$ cat src/hdl/ddo_pkg.sv
// shared types, constants and helper functions of the odometry block
// no dependencies
package ddo_pkg;

	localparam int CORDIC_STEPS = 16;
	localparam int STEP_W       = $clog2(CORDIC_STEPS + 1);
	localparam int CFG_W        = 24;
	localparam int MUL_B_W      = 24;
	localparam int MUL_N_W      = 5;

	localparam logic REG_SPEED_PER_RPM = 1'b0;
	localparam logic REG_INVERSE_TRACK = 1'b1;

	localparam logic [CFG_W-1:0] SPEED_PER_RPM_RST = 24'd57980;
	localparam logic [CFG_W-1:0] INVERSE_TRACK_RST = 24'd409600;
	localparam logic [MUL_B_W-1:0] HEAD_SCALE      = 24'd683565;
	localparam logic [10:0] DIV_CONST              = 11'd1000;

	localparam logic [3:0] PH_SUMV  = 4'd0;
	localparam logic [3:0] PH_DIFV  = 4'd1;
	localparam logic [3:0] PH_OMEGA = 4'd2;
	localparam logic [3:0] PH_WDT   = 4'd3;
	localparam logic [3:0] PH_HEAD  = 4'd4;
	localparam logic [3:0] PH_ROT   = 4'd5;
	localparam logic [3:0] PH_VC    = 4'd6;
	localparam logic [3:0] PH_PX    = 4'd7;
	localparam logic [3:0] PH_DIVX  = 4'd8;
	localparam logic [3:0] PH_VS    = 4'd9;
	localparam logic [3:0] PH_PY    = 4'd10;
	localparam logic [3:0] PH_DIVY  = 4'd11;
	localparam logic [3:0] PH_QUAT  = 4'd12;

	typedef enum logic [2:0] {
		ST_IDLE = 3'b001,
		ST_CALC = 3'b010,
		ST_DONE = 3'b100
	} state_t;

	typedef struct packed {
		logic               start;
		logic               b_signed;
		logic [MUL_N_W-1:0] nbits;
	} mul_cmd_t;

	typedef struct packed {
		logic        start;
		logic [31:0] angle;
	} cordic_cmd_t;

	typedef struct packed {
		logic signed [15:0] c;
		logic signed [15:0] s;
	} sc_t;

	typedef struct packed {
		logic done;
		sc_t  val;
	} cordic_res_t;

	function automatic logic [29:0] atan_turn(input logic [4:0] i);
		logic [29:0] r;
		case (i)
			5'd0:  r = 30'd536870912;
			5'd1:  r = 30'd316933406;
			5'd2:  r = 30'd167458907;
			5'd3:  r = 30'd85004756;
			5'd4:  r = 30'd42667331;
			5'd5:  r = 30'd21354465;
			5'd6:  r = 30'd10679838;
			5'd7:  r = 30'd5340245;
			5'd8:  r = 30'd2670163;
			5'd9:  r = 30'd1335087;
			5'd10: r = 30'd667544;
			5'd11: r = 30'd333772;
			5'd12: r = 30'd166886;
			5'd13: r = 30'd83443;
			5'd14: r = 30'd41722;
			5'd15: r = 30'd20861;
			5'd16: r = 30'd10430;
			5'd17: r = 30'd5215;
			5'd18: r = 30'd2608;
			5'd19: r = 30'd1304;
			5'd20: r = 30'd652;
			5'd21: r = 30'd326;
			5'd22: r = 30'd163;
			5'd23: r = 30'd81;
			default: r = '0;
		endcase
		return r;
	endfunction

	function automatic logic signed [15:0] sat16(input logic signed [47:0] v);
		logic signed [15:0] r;
		if (v > 48'sd32767) begin
			r = 16'sh7FFF;
		end else if (v < -48'sd32768) begin
			r = 16'sh8000;
		end else begin
			r = v[15:0];
		end
		return r;
	endfunction

	function automatic logic signed [31:0] sat32(input logic signed [49:0] v);
		logic signed [31:0] r;
		if (v > 50'sd2147483647) begin
			r = 32'sh7FFF_FFFF;
		end else if (v < -50'sd2147483648) begin
			r = 32'sh8000_0000;
		end else begin
			r = v[31:0];
		end
		return r;
	endfunction

	function automatic logic signed [15:0] rnd_q15(input logic signed [33:0] x);
		logic signed [33:0] t;
		logic signed [15:0] r;
		t = (x + 34'sd16384) >>> 15;
		if (t > 34'sd32767) begin
			r = 16'sh7FFF;
		end else if (t < -34'sd32768) begin
			r = 16'sh8000;
		end else begin
			r = t[15:0];
		end
		return r;
	endfunction

	function automatic logic signed [15:0] neg_sat(input logic signed [15:0] v);
		logic signed [15:0] r;
		if (v == 16'sh8000) begin
			r = 16'sh7FFF;
		end else begin
			r = -v;
		end
		return r;
	endfunction

	function automatic sc_t quad_map(input logic [1:0] quad, input logic signed [15:0] qc,
			input logic signed [15:0] qs);
		sc_t r;
		case (quad)
			2'd0: begin
				r.c = qc;
				r.s = qs;
			end
			2'd1: begin
				r.c = neg_sat(qs);
				r.s = qc;
			end
			2'd2: begin
				r.c = neg_sat(qc);
				r.s = neg_sat(qs);
			end
			default: begin
				r.c = qs;
				r.s = neg_sat(qc);
			end
		endcase
		return r;
	endfunction

endpackage

$ cat src/hdl/ddo_mul.sv
// bit-serial shift-add multiplier: signed multiplicand, multiplier one bit per cycle
// optional two's complement weight on the top multiplier bit; uses ddo_pkg
module ddo_mul (
	input  logic                               clk,
	input  logic                               arst_n,
	input  ddo_pkg::mul_cmd_t                  cmd,
	input  logic signed [63:0]                 a,
	input  logic [ddo_pkg::MUL_B_W-1:0]        b,
	output logic                               done,
	output logic [63:0]                        prod
);

	logic                             busy_q;
	logic [ddo_pkg::MUL_N_W-1:0]      cnt_q;
	logic                             sgn_q;
	logic [63:0]                      a_q;
	logic [ddo_pkg::MUL_B_W-1:0]      b_q;
	logic [63:0]                      acc_q;
	logic                             neg_bit;

	assign neg_bit = sgn_q && (cnt_q == ddo_pkg::MUL_N_W'(1));

	always_ff @(posedge clk or negedge arst_n) begin
		if (!arst_n) begin
			busy_q <= 1'b0;
			cnt_q  <= '0;
		end else if (cmd.start) begin
			busy_q <= 1'b1;
			cnt_q  <= cmd.nbits;
		end else if (busy_q) begin
			if (cnt_q != '0) begin
				cnt_q <= cnt_q - ddo_pkg::MUL_N_W'(1);
			end else begin
				busy_q <= 1'b0;
			end
		end
	end

	always_ff @(posedge clk) begin
		if (cmd.start) begin
			sgn_q <= cmd.b_signed;
			a_q   <= a;
			b_q   <= b;
			acc_q <= '0;
		end else if (busy_q && (cnt_q != '0)) begin
			if (b_q[0]) begin
				acc_q <= neg_bit ? (acc_q - a_q) : (acc_q + a_q);
			end
			a_q <= {a_q[62:0], 1'b0};
			b_q <= {1'b0, b_q[ddo_pkg::MUL_B_W-1:1]};
		end
	end

	assign done = busy_q && (cnt_q == '0);
	assign prod = acc_q;

endmodule

$ cat src/hdl/ddo_cordic.sv
// iterative rotation-mode cordic, one micro-rotation per cycle, Q4.30 data
// angle in 2^-32 turn, results as saturated Q1.15 cos and sin; uses ddo_pkg
module ddo_cordic (
	input  logic                  clk,
	input  logic                  arst_n,
	input  ddo_pkg::cordic_cmd_t  cmd,
	output ddo_pkg::cordic_res_t  res
);

	logic                            busy_q;
	logic [ddo_pkg::STEP_W-1:0]      i_q;
	logic [1:0]                      quad_q;
	logic signed [33:0]              x_q;
	logic signed [33:0]              y_q;
	logic signed [32:0]              z_q;
	logic [31:0]                     t;
	logic signed [33:0]              xs;
	logic signed [33:0]              ys;
	logic signed [32:0]              at;
	logic                            dir;

	assign t   = cmd.angle + 32'h2000_0000;
	assign xs  = x_q >>> i_q;
	assign ys  = y_q >>> i_q;
	assign at  = $signed({3'b000, ddo_pkg::atan_turn(5'(i_q))});
	assign dir = !z_q[32];

	always_ff @(posedge clk or negedge arst_n) begin
		if (!arst_n) begin
			busy_q <= 1'b0;
			i_q    <= '0;
		end else if (cmd.start) begin
			busy_q <= 1'b1;
			i_q    <= '0;
		end else if (busy_q) begin
			if (i_q != ddo_pkg::STEP_W'(ddo_pkg::CORDIC_STEPS)) begin
				i_q <= i_q + ddo_pkg::STEP_W'(1);
			end else begin
				busy_q <= 1'b0;
			end
		end
	end

	always_ff @(posedge clk) begin
		if (cmd.start) begin
			quad_q <= t[31:30];
			x_q    <= 34'sd652032874;
			y_q    <= '0;
			z_q    <= $signed({3'b000, t[29:0]}) - 33'sd536870912;
		end else if (busy_q && (i_q != ddo_pkg::STEP_W'(ddo_pkg::CORDIC_STEPS))) begin
			x_q <= dir ? (x_q - ys) : (x_q + ys);
			y_q <= dir ? (y_q + xs) : (y_q - xs);
			z_q <= dir ? (z_q - at) : (z_q + at);
		end
	end

	assign res.done = busy_q && (i_q == ddo_pkg::STEP_W'(ddo_pkg::CORDIC_STEPS));
	assign res.val  = ddo_pkg::quad_map(quad_q, ddo_pkg::rnd_q15(x_q), ddo_pkg::rnd_q15(y_q));

endmodule

$ cat src/hdl/diff_drive_odometry.sv
// differential-drive odometry: one transaction at a time, input stalled while busy
// the work is done by the bit-serial multiplier (one multiplier bit a cycle), the
// bit-serial divide by 1000 and the cordic, which is called twice per transaction
// reset: pose and heading cleared, registers at their defaults, no pass needed
// uses ddo_pkg, ddo_mul and ddo_cordic
module diff_drive_odometry (
	input  logic                           clk,
	input  logic                           arst_n,
	input  logic                           cfg_we,
	input  logic                           cfg_index,
	input  logic [ddo_pkg::CFG_W-1:0]      cfg_data,
	input  logic                           in_valid,
	output logic                           in_stall,
	input  logic signed [15:0]             left_speed,
	input  logic signed [15:0]             right_speed,
	input  logic [15:0]                    elapsed_ms,
	output logic                           out_valid,
	input  logic                           out_stall,
	output logic signed [31:0]             pos_x,
	output logic signed [31:0]             pos_y,
	output logic [15:0]                    heading_out,
	output logic signed [15:0]             lin_vel,
	output logic signed [15:0]             ang_vel,
	output logic signed [15:0]             quat_z,
	output logic signed [15:0]             quat_w
);

	ddo_pkg::state_t               state_q;
	logic [3:0]                    ph_q;
	logic                          launch_q;
	logic [ddo_pkg::CFG_W-1:0]     sp_q;
	logic [ddo_pkg::CFG_W-1:0]     it_q;
	logic signed [16:0]            sum_q;
	logic signed [16:0]            dif_q;
	logic [15:0]                   dt_q;
	logic signed [29:0]            v16_q;
	logic signed [29:0]            dv_q;
	logic signed [39:0]            w_q;
	logic [47:0]                   wdt_q;
	logic [15:0]                   hd_q;
	logic signed [15:0]            c_q;
	logic signed [15:0]            s_q;
	logic signed [15:0]            lin_q;
	logic signed [15:0]            ang_q;
	logic signed [31:0]            acc_x_q;
	logic signed [31:0]            acc_y_q;
	logic signed [15:0]            qw_q;
	logic signed [15:0]            qz_q;

	logic                          div_busy_q;
	logic [5:0]                    div_cnt_q;
	logic [9:0]                    div_rem_q;
	logic [47:0]                   div_num_q;
	logic                          div_neg_q;

	logic                          out_valid_q;
	logic signed [31:0]            o_x_q;
	logic signed [31:0]            o_y_q;
	logic [15:0]                   o_hd_q;
	logic signed [15:0]            o_lin_q;
	logic signed [15:0]            o_ang_q;
	logic signed [15:0]            o_qz_q;
	logic signed [15:0]            o_qw_q;

	ddo_pkg::mul_cmd_t             mcmd;
	logic signed [63:0]            mul_a;
	logic [ddo_pkg::MUL_B_W-1:0]   mul_b;
	logic                          mul_done;
	logic [63:0]                   mul_prod;
	ddo_pkg::cordic_cmd_t          ccmd;
	ddo_pkg::cordic_res_t          cres;

	logic                          in_acc;
	logic                          is_cordic;
	logic                          is_div;
	logic                          div_start;
	logic                          div_done;
	logic                          unit_done;
	logic signed [63:0]            p_s;
	logic signed [63:0]            r_v16;
	logic signed [63:0]            r_lin;
	logic signed [63:0]            r_dv;
	logic signed [63:0]            r_w;
	logic signed [63:0]            r_ang;
	logic [47:0]                   h_sum;
	logic signed [63:0]            p_n;
	logic [63:0]                   p_mag;
	logic [10:0]                   div_r2;
	logic                          div_ge;
	logic signed [48:0]            div_step;
	logic signed [31:0]            acc_sel;
	logic signed [31:0]            acc_new;

	assign in_acc    = in_valid && !in_stall;
	assign in_stall  = (state_q != ddo_pkg::ST_IDLE);
	assign is_cordic = (ph_q == ddo_pkg::PH_ROT) || (ph_q == ddo_pkg::PH_QUAT);
	assign is_div    = (ph_q == ddo_pkg::PH_DIVX) || (ph_q == ddo_pkg::PH_DIVY);
	assign div_start = (state_q == ddo_pkg::ST_CALC) && launch_q && is_div;
	assign div_done  = div_busy_q && (div_cnt_q == '0);
	assign unit_done = mul_done || cres.done || div_done;

	// operand selection per phase
	always_comb begin
		mcmd.start    = (state_q == ddo_pkg::ST_CALC) && launch_q && !is_cordic && !is_div;
		mcmd.b_signed = (ph_q == ddo_pkg::PH_VC) || (ph_q == ddo_pkg::PH_VS);
		mcmd.nbits    = ddo_pkg::MUL_N_W'(16);
		mul_a         = '0;
		mul_b         = '0;
		case (ph_q)
			ddo_pkg::PH_SUMV: begin
				mul_a      = 64'(sum_q);
				mul_b      = sp_q;
				mcmd.nbits = ddo_pkg::MUL_N_W'(24);
			end
			ddo_pkg::PH_DIFV: begin
				mul_a      = 64'(dif_q);
				mul_b      = sp_q;
				mcmd.nbits = ddo_pkg::MUL_N_W'(24);
			end
			ddo_pkg::PH_OMEGA: begin
				mul_a      = 64'(dv_q);
				mul_b      = it_q;
				mcmd.nbits = ddo_pkg::MUL_N_W'(24);
			end
			ddo_pkg::PH_WDT: begin
				mul_a = 64'(w_q);
				mul_b = {8'd0, dt_q};
			end
			ddo_pkg::PH_HEAD: begin
				mul_a      = $signed({16'd0, wdt_q});
				mul_b      = ddo_pkg::HEAD_SCALE;
				mcmd.nbits = ddo_pkg::MUL_N_W'(20);
			end
			ddo_pkg::PH_VC: begin
				mul_a = 64'(v16_q);
				mul_b = {8'd0, c_q};
			end
			ddo_pkg::PH_VS: begin
				mul_a = 64'(v16_q);
				mul_b = {8'd0, s_q};
			end
			ddo_pkg::PH_PX, ddo_pkg::PH_PY: begin
				mul_a = $signed(mul_prod);
				mul_b = {8'd0, dt_q};
			end
			default: begin
				mul_a = '0;
				mul_b = '0;
			end
		endcase
	end

	assign ccmd.start = (state_q == ddo_pkg::ST_CALC) && launch_q && is_cordic;
	assign ccmd.angle = (ph_q == ddo_pkg::PH_ROT) ? {hd_q, 16'd0} : {1'b0, hd_q, 15'd0};

	ddo_mul u_mul (
		.clk    (clk),
		.arst_n (arst_n),
		.cmd    (mcmd),
		.a      (mul_a),
		.b      (mul_b),
		.done   (mul_done),
		.prod   (mul_prod)
	);

	ddo_cordic u_cordic (
		.clk    (clk),
		.arst_n (arst_n),
		.cmd    (ccmd),
		.res    (cres)
	);

	// rounding of the product per phase
	assign p_s   = $signed(mul_prod);
	assign r_v16 = (p_s + 64'sd4096) >>> 13;
	assign r_lin = (p_s + 64'sd65536) >>> 17;
	assign r_dv  = (p_s + 64'sd2048) >>> 12;
	assign r_w   = (p_s + 64'sd32768) >>> 16;
	assign r_ang = (r_w + 64'sd32) >>> 6;
	assign h_sum = mul_prod[47:0] + 48'h0000_8000_0000;
	assign p_n   = (p_s + 64'sd16384000) >>> 15;
	assign p_mag = p_n[63] ? ~p_n : p_n;

	// restoring divide by 1000, one quotient bit a cycle
	assign div_r2   = {div_rem_q, div_num_q[47]};
	assign div_ge   = (div_r2 >= ddo_pkg::DIV_CONST);
	assign div_step = div_neg_q ? ~$signed({1'b0, div_num_q}) : $signed({1'b0, div_num_q});
	assign acc_sel  = (ph_q == ddo_pkg::PH_DIVX) ? acc_x_q : acc_y_q;
	assign acc_new  = ddo_pkg::sat32(50'(acc_sel) + 50'(div_step));

	always_ff @(posedge clk or negedge arst_n) begin
		if (!arst_n) begin
			state_q     <= ddo_pkg::ST_IDLE;
			ph_q        <= ddo_pkg::PH_SUMV;
			launch_q    <= 1'b0;
			sp_q        <= ddo_pkg::SPEED_PER_RPM_RST;
			it_q        <= ddo_pkg::INVERSE_TRACK_RST;
			acc_x_q     <= '0;
			acc_y_q     <= '0;
			hd_q        <= '0;
			div_busy_q  <= 1'b0;
			div_cnt_q   <= '0;
			out_valid_q <= 1'b0;
		end else begin
			if (cfg_we) begin
				case (cfg_index)
					ddo_pkg::REG_SPEED_PER_RPM: sp_q <= cfg_data;
					ddo_pkg::REG_INVERSE_TRACK: it_q <= cfg_data;
					default: ;
				endcase
			end
			if ((state_q == ddo_pkg::ST_DONE) && (!out_valid_q || !out_stall)) begin
				out_valid_q <= 1'b1;
			end else if (out_valid_q && !out_stall) begin
				out_valid_q <= 1'b0;
			end
			if (div_start) begin
				div_busy_q <= 1'b1;
				div_cnt_q  <= 6'd48;
			end else if (div_busy_q) begin
				if (div_cnt_q != '0) begin
					div_cnt_q <= div_cnt_q - 6'd1;
				end else begin
					div_busy_q <= 1'b0;
				end
			end
			case (state_q)
				ddo_pkg::ST_IDLE: begin
					if (in_acc) begin
						state_q  <= ddo_pkg::ST_CALC;
						ph_q     <= ddo_pkg::PH_SUMV;
						launch_q <= 1'b1;
					end
				end
				ddo_pkg::ST_CALC: begin
					if (launch_q) begin
						launch_q <= 1'b0;
					end else if (unit_done) begin
						case (ph_q)
							ddo_pkg::PH_HEAD: hd_q <= hd_q + h_sum[47:32];
							ddo_pkg::PH_DIVX: acc_x_q <= acc_new;
							ddo_pkg::PH_DIVY: acc_y_q <= acc_new;
							default: ;
						endcase
						if (ph_q == ddo_pkg::PH_QUAT) begin
							state_q <= ddo_pkg::ST_DONE;
						end else begin
							ph_q     <= ph_q + 4'd1;
							launch_q <= 1'b1;
						end
					end
				end
				ddo_pkg::ST_DONE: begin
					if (!out_valid_q || !out_stall) begin
						state_q <= ddo_pkg::ST_IDLE;
					end
				end
				default: state_q <= ddo_pkg::ST_IDLE;
			endcase
		end
	end

	// payload registers
	always_ff @(posedge clk) begin
		if (in_acc) begin
			sum_q <= {left_speed[15], left_speed} + {right_speed[15], right_speed};
			dif_q <= {right_speed[15], right_speed} - {left_speed[15], left_speed};
			dt_q  <= elapsed_ms;
		end
		if (div_start) begin
			div_rem_q <= '0;
		end else if (div_busy_q && (div_cnt_q != '0)) begin
			div_rem_q <= div_ge ? 10'(div_r2 - ddo_pkg::DIV_CONST) : div_r2[9:0];
			div_num_q <= {div_num_q[46:0], div_ge};
		end
		if ((state_q == ddo_pkg::ST_CALC) && !launch_q && unit_done) begin
			case (ph_q)
				ddo_pkg::PH_SUMV: begin
					v16_q <= r_v16[29:0];
					lin_q <= ddo_pkg::sat16(r_lin[47:0]);
				end
				ddo_pkg::PH_DIFV:  dv_q <= r_dv[29:0];
				ddo_pkg::PH_OMEGA: begin
					w_q   <= r_w[39:0];
					ang_q <= ddo_pkg::sat16(r_ang[47:0]);
				end
				ddo_pkg::PH_WDT:   wdt_q <= mul_prod[47:0];
				ddo_pkg::PH_ROT: begin
					c_q <= cres.val.c;
					s_q <= cres.val.s;
				end
				ddo_pkg::PH_PX, ddo_pkg::PH_PY: begin
					div_num_q <= p_mag[47:0];
					div_neg_q <= p_n[63];
				end
				ddo_pkg::PH_QUAT: begin
					qw_q <= cres.val.c;
					qz_q <= cres.val.s;
				end
				default: ;
			endcase
		end
		if ((state_q == ddo_pkg::ST_DONE) && (!out_valid_q || !out_stall)) begin
			o_x_q   <= acc_x_q;
			o_y_q   <= acc_y_q;
			o_hd_q  <= hd_q;
			o_lin_q <= lin_q;
			o_ang_q <= ang_q;
			o_qz_q  <= qz_q;
			o_qw_q  <= qw_q;
		end
	end

	assign out_valid   = out_valid_q;
	assign pos_x       = o_x_q;
	assign pos_y       = o_y_q;
	assign heading_out = o_hd_q;
	assign lin_vel     = o_lin_q;
	assign ang_vel     = o_ang_q;
	assign quat_z      = o_qz_q;
	assign quat_w      = o_qw_q;

endmodule

$ cat config.mk
export PLATFORM = sky130hd
export DESIGN_NAME = diff_drive_odometry
export DESIGN_NICKNAME = d
export VERILOG_FILES = /design/src/hdl/ddo_pkg.sv /design/src/hdl/ddo_mul.sv /design/src/hdl/ddo_cordic.sv /design/src/hdl/diff_drive_odometry.sv
export SDC_FILE = /design/constraint.sdc
export NUM_CORES = 2
export LEC_CHECK = 0
export BUFFER_PORTS_ARGS = -buffer_cell sky130_fd_sc_hd__buf_2
export CAP_MARGIN = 10
export CORE_ASPECT_RATIO = 1.25
export CORE_UTILIZATION = 65
export CTS_CLUSTER_SIZE = 28
export DETAILED_ROUTE_END_ITERATION = 10
export PLACE_DENSITY = 0.83
export SYNTH_ARGS = -nofsm -noshare
export SYNTH_HDL_FRONTEND = slang
export SYNTH_SLANG_ARGS = --single-unit
$ cat constraint.sdc
create_clock -name clk -period 24.2 [get_ports clk]
set_input_delay 1.21 -clock clk [delete_from_list [all_inputs] [get_ports clk]]
set_output_delay 1.21 -clock clk [all_outputs]
set_load 0.02 [all_outputs]
==> results.md <==
- Remaining antenna violation count after routing: 0
- Internal power: 5.456 mW
- Area after DPL: 0.06550 sq mm
- Tcrit/Tclk final: 31.19%
- Slowest CP cell: dfrtp_4
- PwrDens: 147.7 mW/mm^2
- Fin nets: 7125
- Critical path cell sequence: buf_4, mux4_2, mux4_2, mux2i_1, nor4b_1, nand2_1, nor3_1, a21oi_1, xor2_1, ha_1, a22oi_1, nand2_1, or4_1, o221ai_1, a21boi_0, o31ai_1, a21oi_1, a311oi_1, a21oi_1, xor2_1, a22o_1
- CP Capture Type: register
- DRT Pass-1 Iters: 11
- Drt wl/cell: 24.95 um
- Largest net degree at the start of global routing: 145
- First-pass GRT wire length: 306.2 mm
- Critical Path AT: 8.19 ns
- Setup Skew: 0.07121 ns
- Crit path launch: u_cordic.i_q[0]
- RSZ-0062 raised after global routing: false
- Die height: 351.2 um
- Clk_lat worst skew: 0.76 ns
- Sequential-to-total area share from yosys stat: 38.79%
- Number of port buffers: 223
- DIE AREA: 0.09882 sq mm
- Worst r2r path cells: 21
- Worst hold path class: reg2reg
- CP max stage delay: 0.81 ns
- Fin crit period: 7.549 ns
- Final-report hold violation count: 0
- YS warnings: 0
- Most used DFF post-synth: edfxtp_1
- Final Hold Slack: 0.3873 ns
- Commonest cells in the netlist: nand2_1, edfxtp_1, a21oi_1
- Layout Cells excl Fill: 8123
- Layout cells sized above 1: 12.68%
- Avg Inst Size Synth: 9.410 sq um
- # setup viols final: 0
- Ports: 224
- Rows: 127
- Grt ovf: 0
- Share of the synthesized area in the top cell type: 26.61%
- Root buf cell: clkbuf_16
- Core Box Area: 0.09629 sq mm
- Sw Share: 46.27%
- Detailed placement HPWL: 145.3 mm
- Critical path's most frequent cell: a21oi_1
- Crit Reg-Reg Endpoint: u_cordic.y_q[32]
- # DRC: 2
- Worst endpoint required time: 24.84 ns
- Hold Buf Count CTS: 0
- Synth Register Bits: 908
- Top-count cell post-synth: nand2_1
- Violated checks: design-rule violations
- Clk buf depth: 3
- Die Width: 281.4 um
- Synth async-reset ratio: 17.18%
- Setup Buffers After CTS: 0
- Detailed Route WL: 202.7 mm
- Syn Inst Count: 6739
- Pleak: 26.81 nW
- Max-Cap Viols: 0
- Clock sinks: 908
- Unique masters post-synth: 95
- Final non-filler cell area: 0.06875 sq mm
- TNS Setup: 0 ns
- Cell taking the most area after synthesis: edfxtp_1
- F_max: 0.1325 GHz
- Vias in the first global route: 52470
- Reg-to-reg startpoint: u_cordic.i_q[0]
- Run status: finished with violations
- R2R setup slack: 16.65 ns
- Critical path endpoint: u_cordic.y_q[32]
- Clock buffer count from CTS: 92
- Post-synth EDFFs: 562
- Post-Syn Nets: 7115
- Starting density of the core: 65.86%
- Util after Layout: 71.40%
- Top post-synthesis cells by area: edfxtp_1, dfxtp_1, xnor2_1, ha_1, dfrtp_1
- Clk slew on worst S/H paths: 0.08 ns
- Slew margin rel.: 16.24%
- 1st-iter DRT viols: 6325
- Synth Cell Area: 0.06342 sq mm
- Comb pwr share: 59.5%
- Placer Congestion: 1.020
- Critical path class: reg2reg
- Vias per cell: 6.765
- Worst Max-Slew Pin Slew: 1.245 ns
- Initial antenna violation count: 8
- CTS resizes: 0
- NetSw: 4.699 mW
- Clk network pwr share: 15.0%
- Startpoint type of the worst setup path: register
- CTS H-tree lvls: 3
- Total track usage: 40.29%
- Vias: 54950
- CTS tree: done
- Peak supply drop: 0.1883 mV
- Final slew viol count: 0
- Flop pwr share: 25.5%
- Crit Path Max Fanout: 48
- Layout area overhead: 8.411%
- Dpl cells: 7945
-- layer usage --
| layer | vias up | global-route usage (%) | wire, um |
|---|---|---|---|
| li1 | 24870 | - | - |
| met1 | 26420 | 48.74 | 74440 |
| met2 | 3014 | 67.61 | 97120 |
| met3 | 644 | 6.622 | 17270 |
| met4 | 12 | 23.92 | 13780 |
| met5 | - | 0 | 69 |
-- layout make-up --
class                   instances  area (sq um)
multi-input cells            5208         36530
fillers                      7213         27540
flip-flops and latches        908         24610
clock buffers                 112          2459
repair buffers                338          1998
well taps                    1290          1614
clock inverters                62         779.5
inverters                     201         755.7
diodes                          4         10.01
-- stage by stage --
| step | power (mW) | worst slack, ns |
|---|---|---|
| after global placement | 8.313 | 16.82 |
| after detailed placement | 8.456 | 16.69 |
| after floorplan | 6.948 | 15.52 |
| after global routing | 10.75 | 15.98 |
| after CTS | 10.02 | 16.69 |
| final | 10.16 | 16.65 |
-- worst min path at each step --
stage,from,endpoint,depth (start not counted)
5_1_grt,qz_q[5],quat_z[5],0
2_1_floorplan,ang_q[0],ang_vel[0],0
3_3_place_gp,qw_q[9],quat_w[9],0
3_5_place_dp,ang_q[1],ang_vel[1],0
4_1_cts,qz_q[1],quat_z[1],0
6_report,qz_q[1],quat_z[1],0
-- power by group through the flow --
stage	Combinational (mW)	Clock (mW)	Sequential (mW)
global route	6.56	1.59	2.60
global placement	5.74	0	2.57
detailed placement	5.87	0	2.58
floorplan	4.65	0	2.30
CTS	5.93	1.53	2.56
finish	6.04	1.52	2.59
-- worst max-delay path, delay by kind of cell (launching register included) --
family          cells  cell delay [ns]
simple gates        5             1.53
buf+inv             1             0.77
flops               1             0.81
compound gates      9             2.01
mux                 3             1.65
xor+xnor            2             0.33
fa+ha+maj           1             0.36
-- state kept, by name (all words and copies together) (netlist names), 17 cells and up --
name          count
acc_x_q          32
it_q             24
u_mul.prod       64
wdt_q            48
pos_x            32
v16_q            30
u_cordic.x_q     34
sp_q             24
u_mul.a_q        64
u_mul.b_q        24
pos_y            32
sum_q            17
u_cordic.y_q     34
acc_y_q          32
u_cordic.z_q     33
div_num_q        48
w_q              40
dv_q             30
-- cells by family (layout without fill, tap and decap cells) --
kind of cell | count (synthesis) | in the layout | share of synthesized area (%)
AND/OR/NAND/NOR | 2034 | 2034 | 15.12
other | 0 | 4 | 0
adder cells (fa/ha/maj) | 298 | 298 | 5.974
flip-flops | 908 | 908 | 38.79
XOR/XNOR | 738 | 738 | 10.19
buffers and inverters | 623 | 713 | 3.804
multiplexers | 359 | 359 | 8.391
AO/OA/AOI/OAI | 1779 | 1779 | 17.73
-- cell usage in the layout (no fill, tap or decap), types with 24 or more instances in the layout --
| cell | Yosys | layout |
|---|---|---|
| a211oi_1 | 50 | 50 |
| a21o_1 | 152 | 152 |
| a21oi_1 | 518 | 517 |
| a222oi_1 | 71 | 71 |
| a22oi_1 | 28 | 28 |
| a31oi_1 | 77 | 76 |
| and2_1 | 50 | 48 |
| and3_1 | 70 | 64 |
| buf_2 | 24 | 222 |
| buf_4 | 6 | 114 |
| clkbuf_16 | 0 | 93 |
| dfrtp_1 | 143 | 140 |
| dfxtp_1 | 190 | 190 |
| edfxtp_1 | 562 | 562 |
| ha_1 | 290 | 290 |
| inv_1 | 192 | 187 |
| mux2_2 | 121 | 121 |
| mux2i_1 | 112 | 112 |
| mux4_2 | 126 | 126 |
| nand2_1 | 750 | 747 |
| nand2b_1 | 51 | 51 |
| nand3_1 | 148 | 147 |
| nand4_1 | 81 | 81 |
| nor2_1 | 466 | 462 |
| nor2b_1 | 39 | 38 |
| nor3_1 | 131 | 131 |
| nor3b_1 | 24 | 24 |
| nor4_1 | 51 | 51 |
| o211ai_1 | 50 | 50 |
| o21a_1 | 37 | 36 |
| o21ai_0 | 428 | 426 |
| o21bai_1 | 47 | 47 |
| o22ai_1 | 78 | 78 |
| o31ai_1 | 54 | 52 |
| or2_2 | 35 | 35 |
| or3_1 | 53 | 53 |
| or4_1 | 24 | 24 |
| xnor2_1 | 433 | 432 |
| xor2_1 | 305 | 305 |
(Power assumes the default switching activity.)
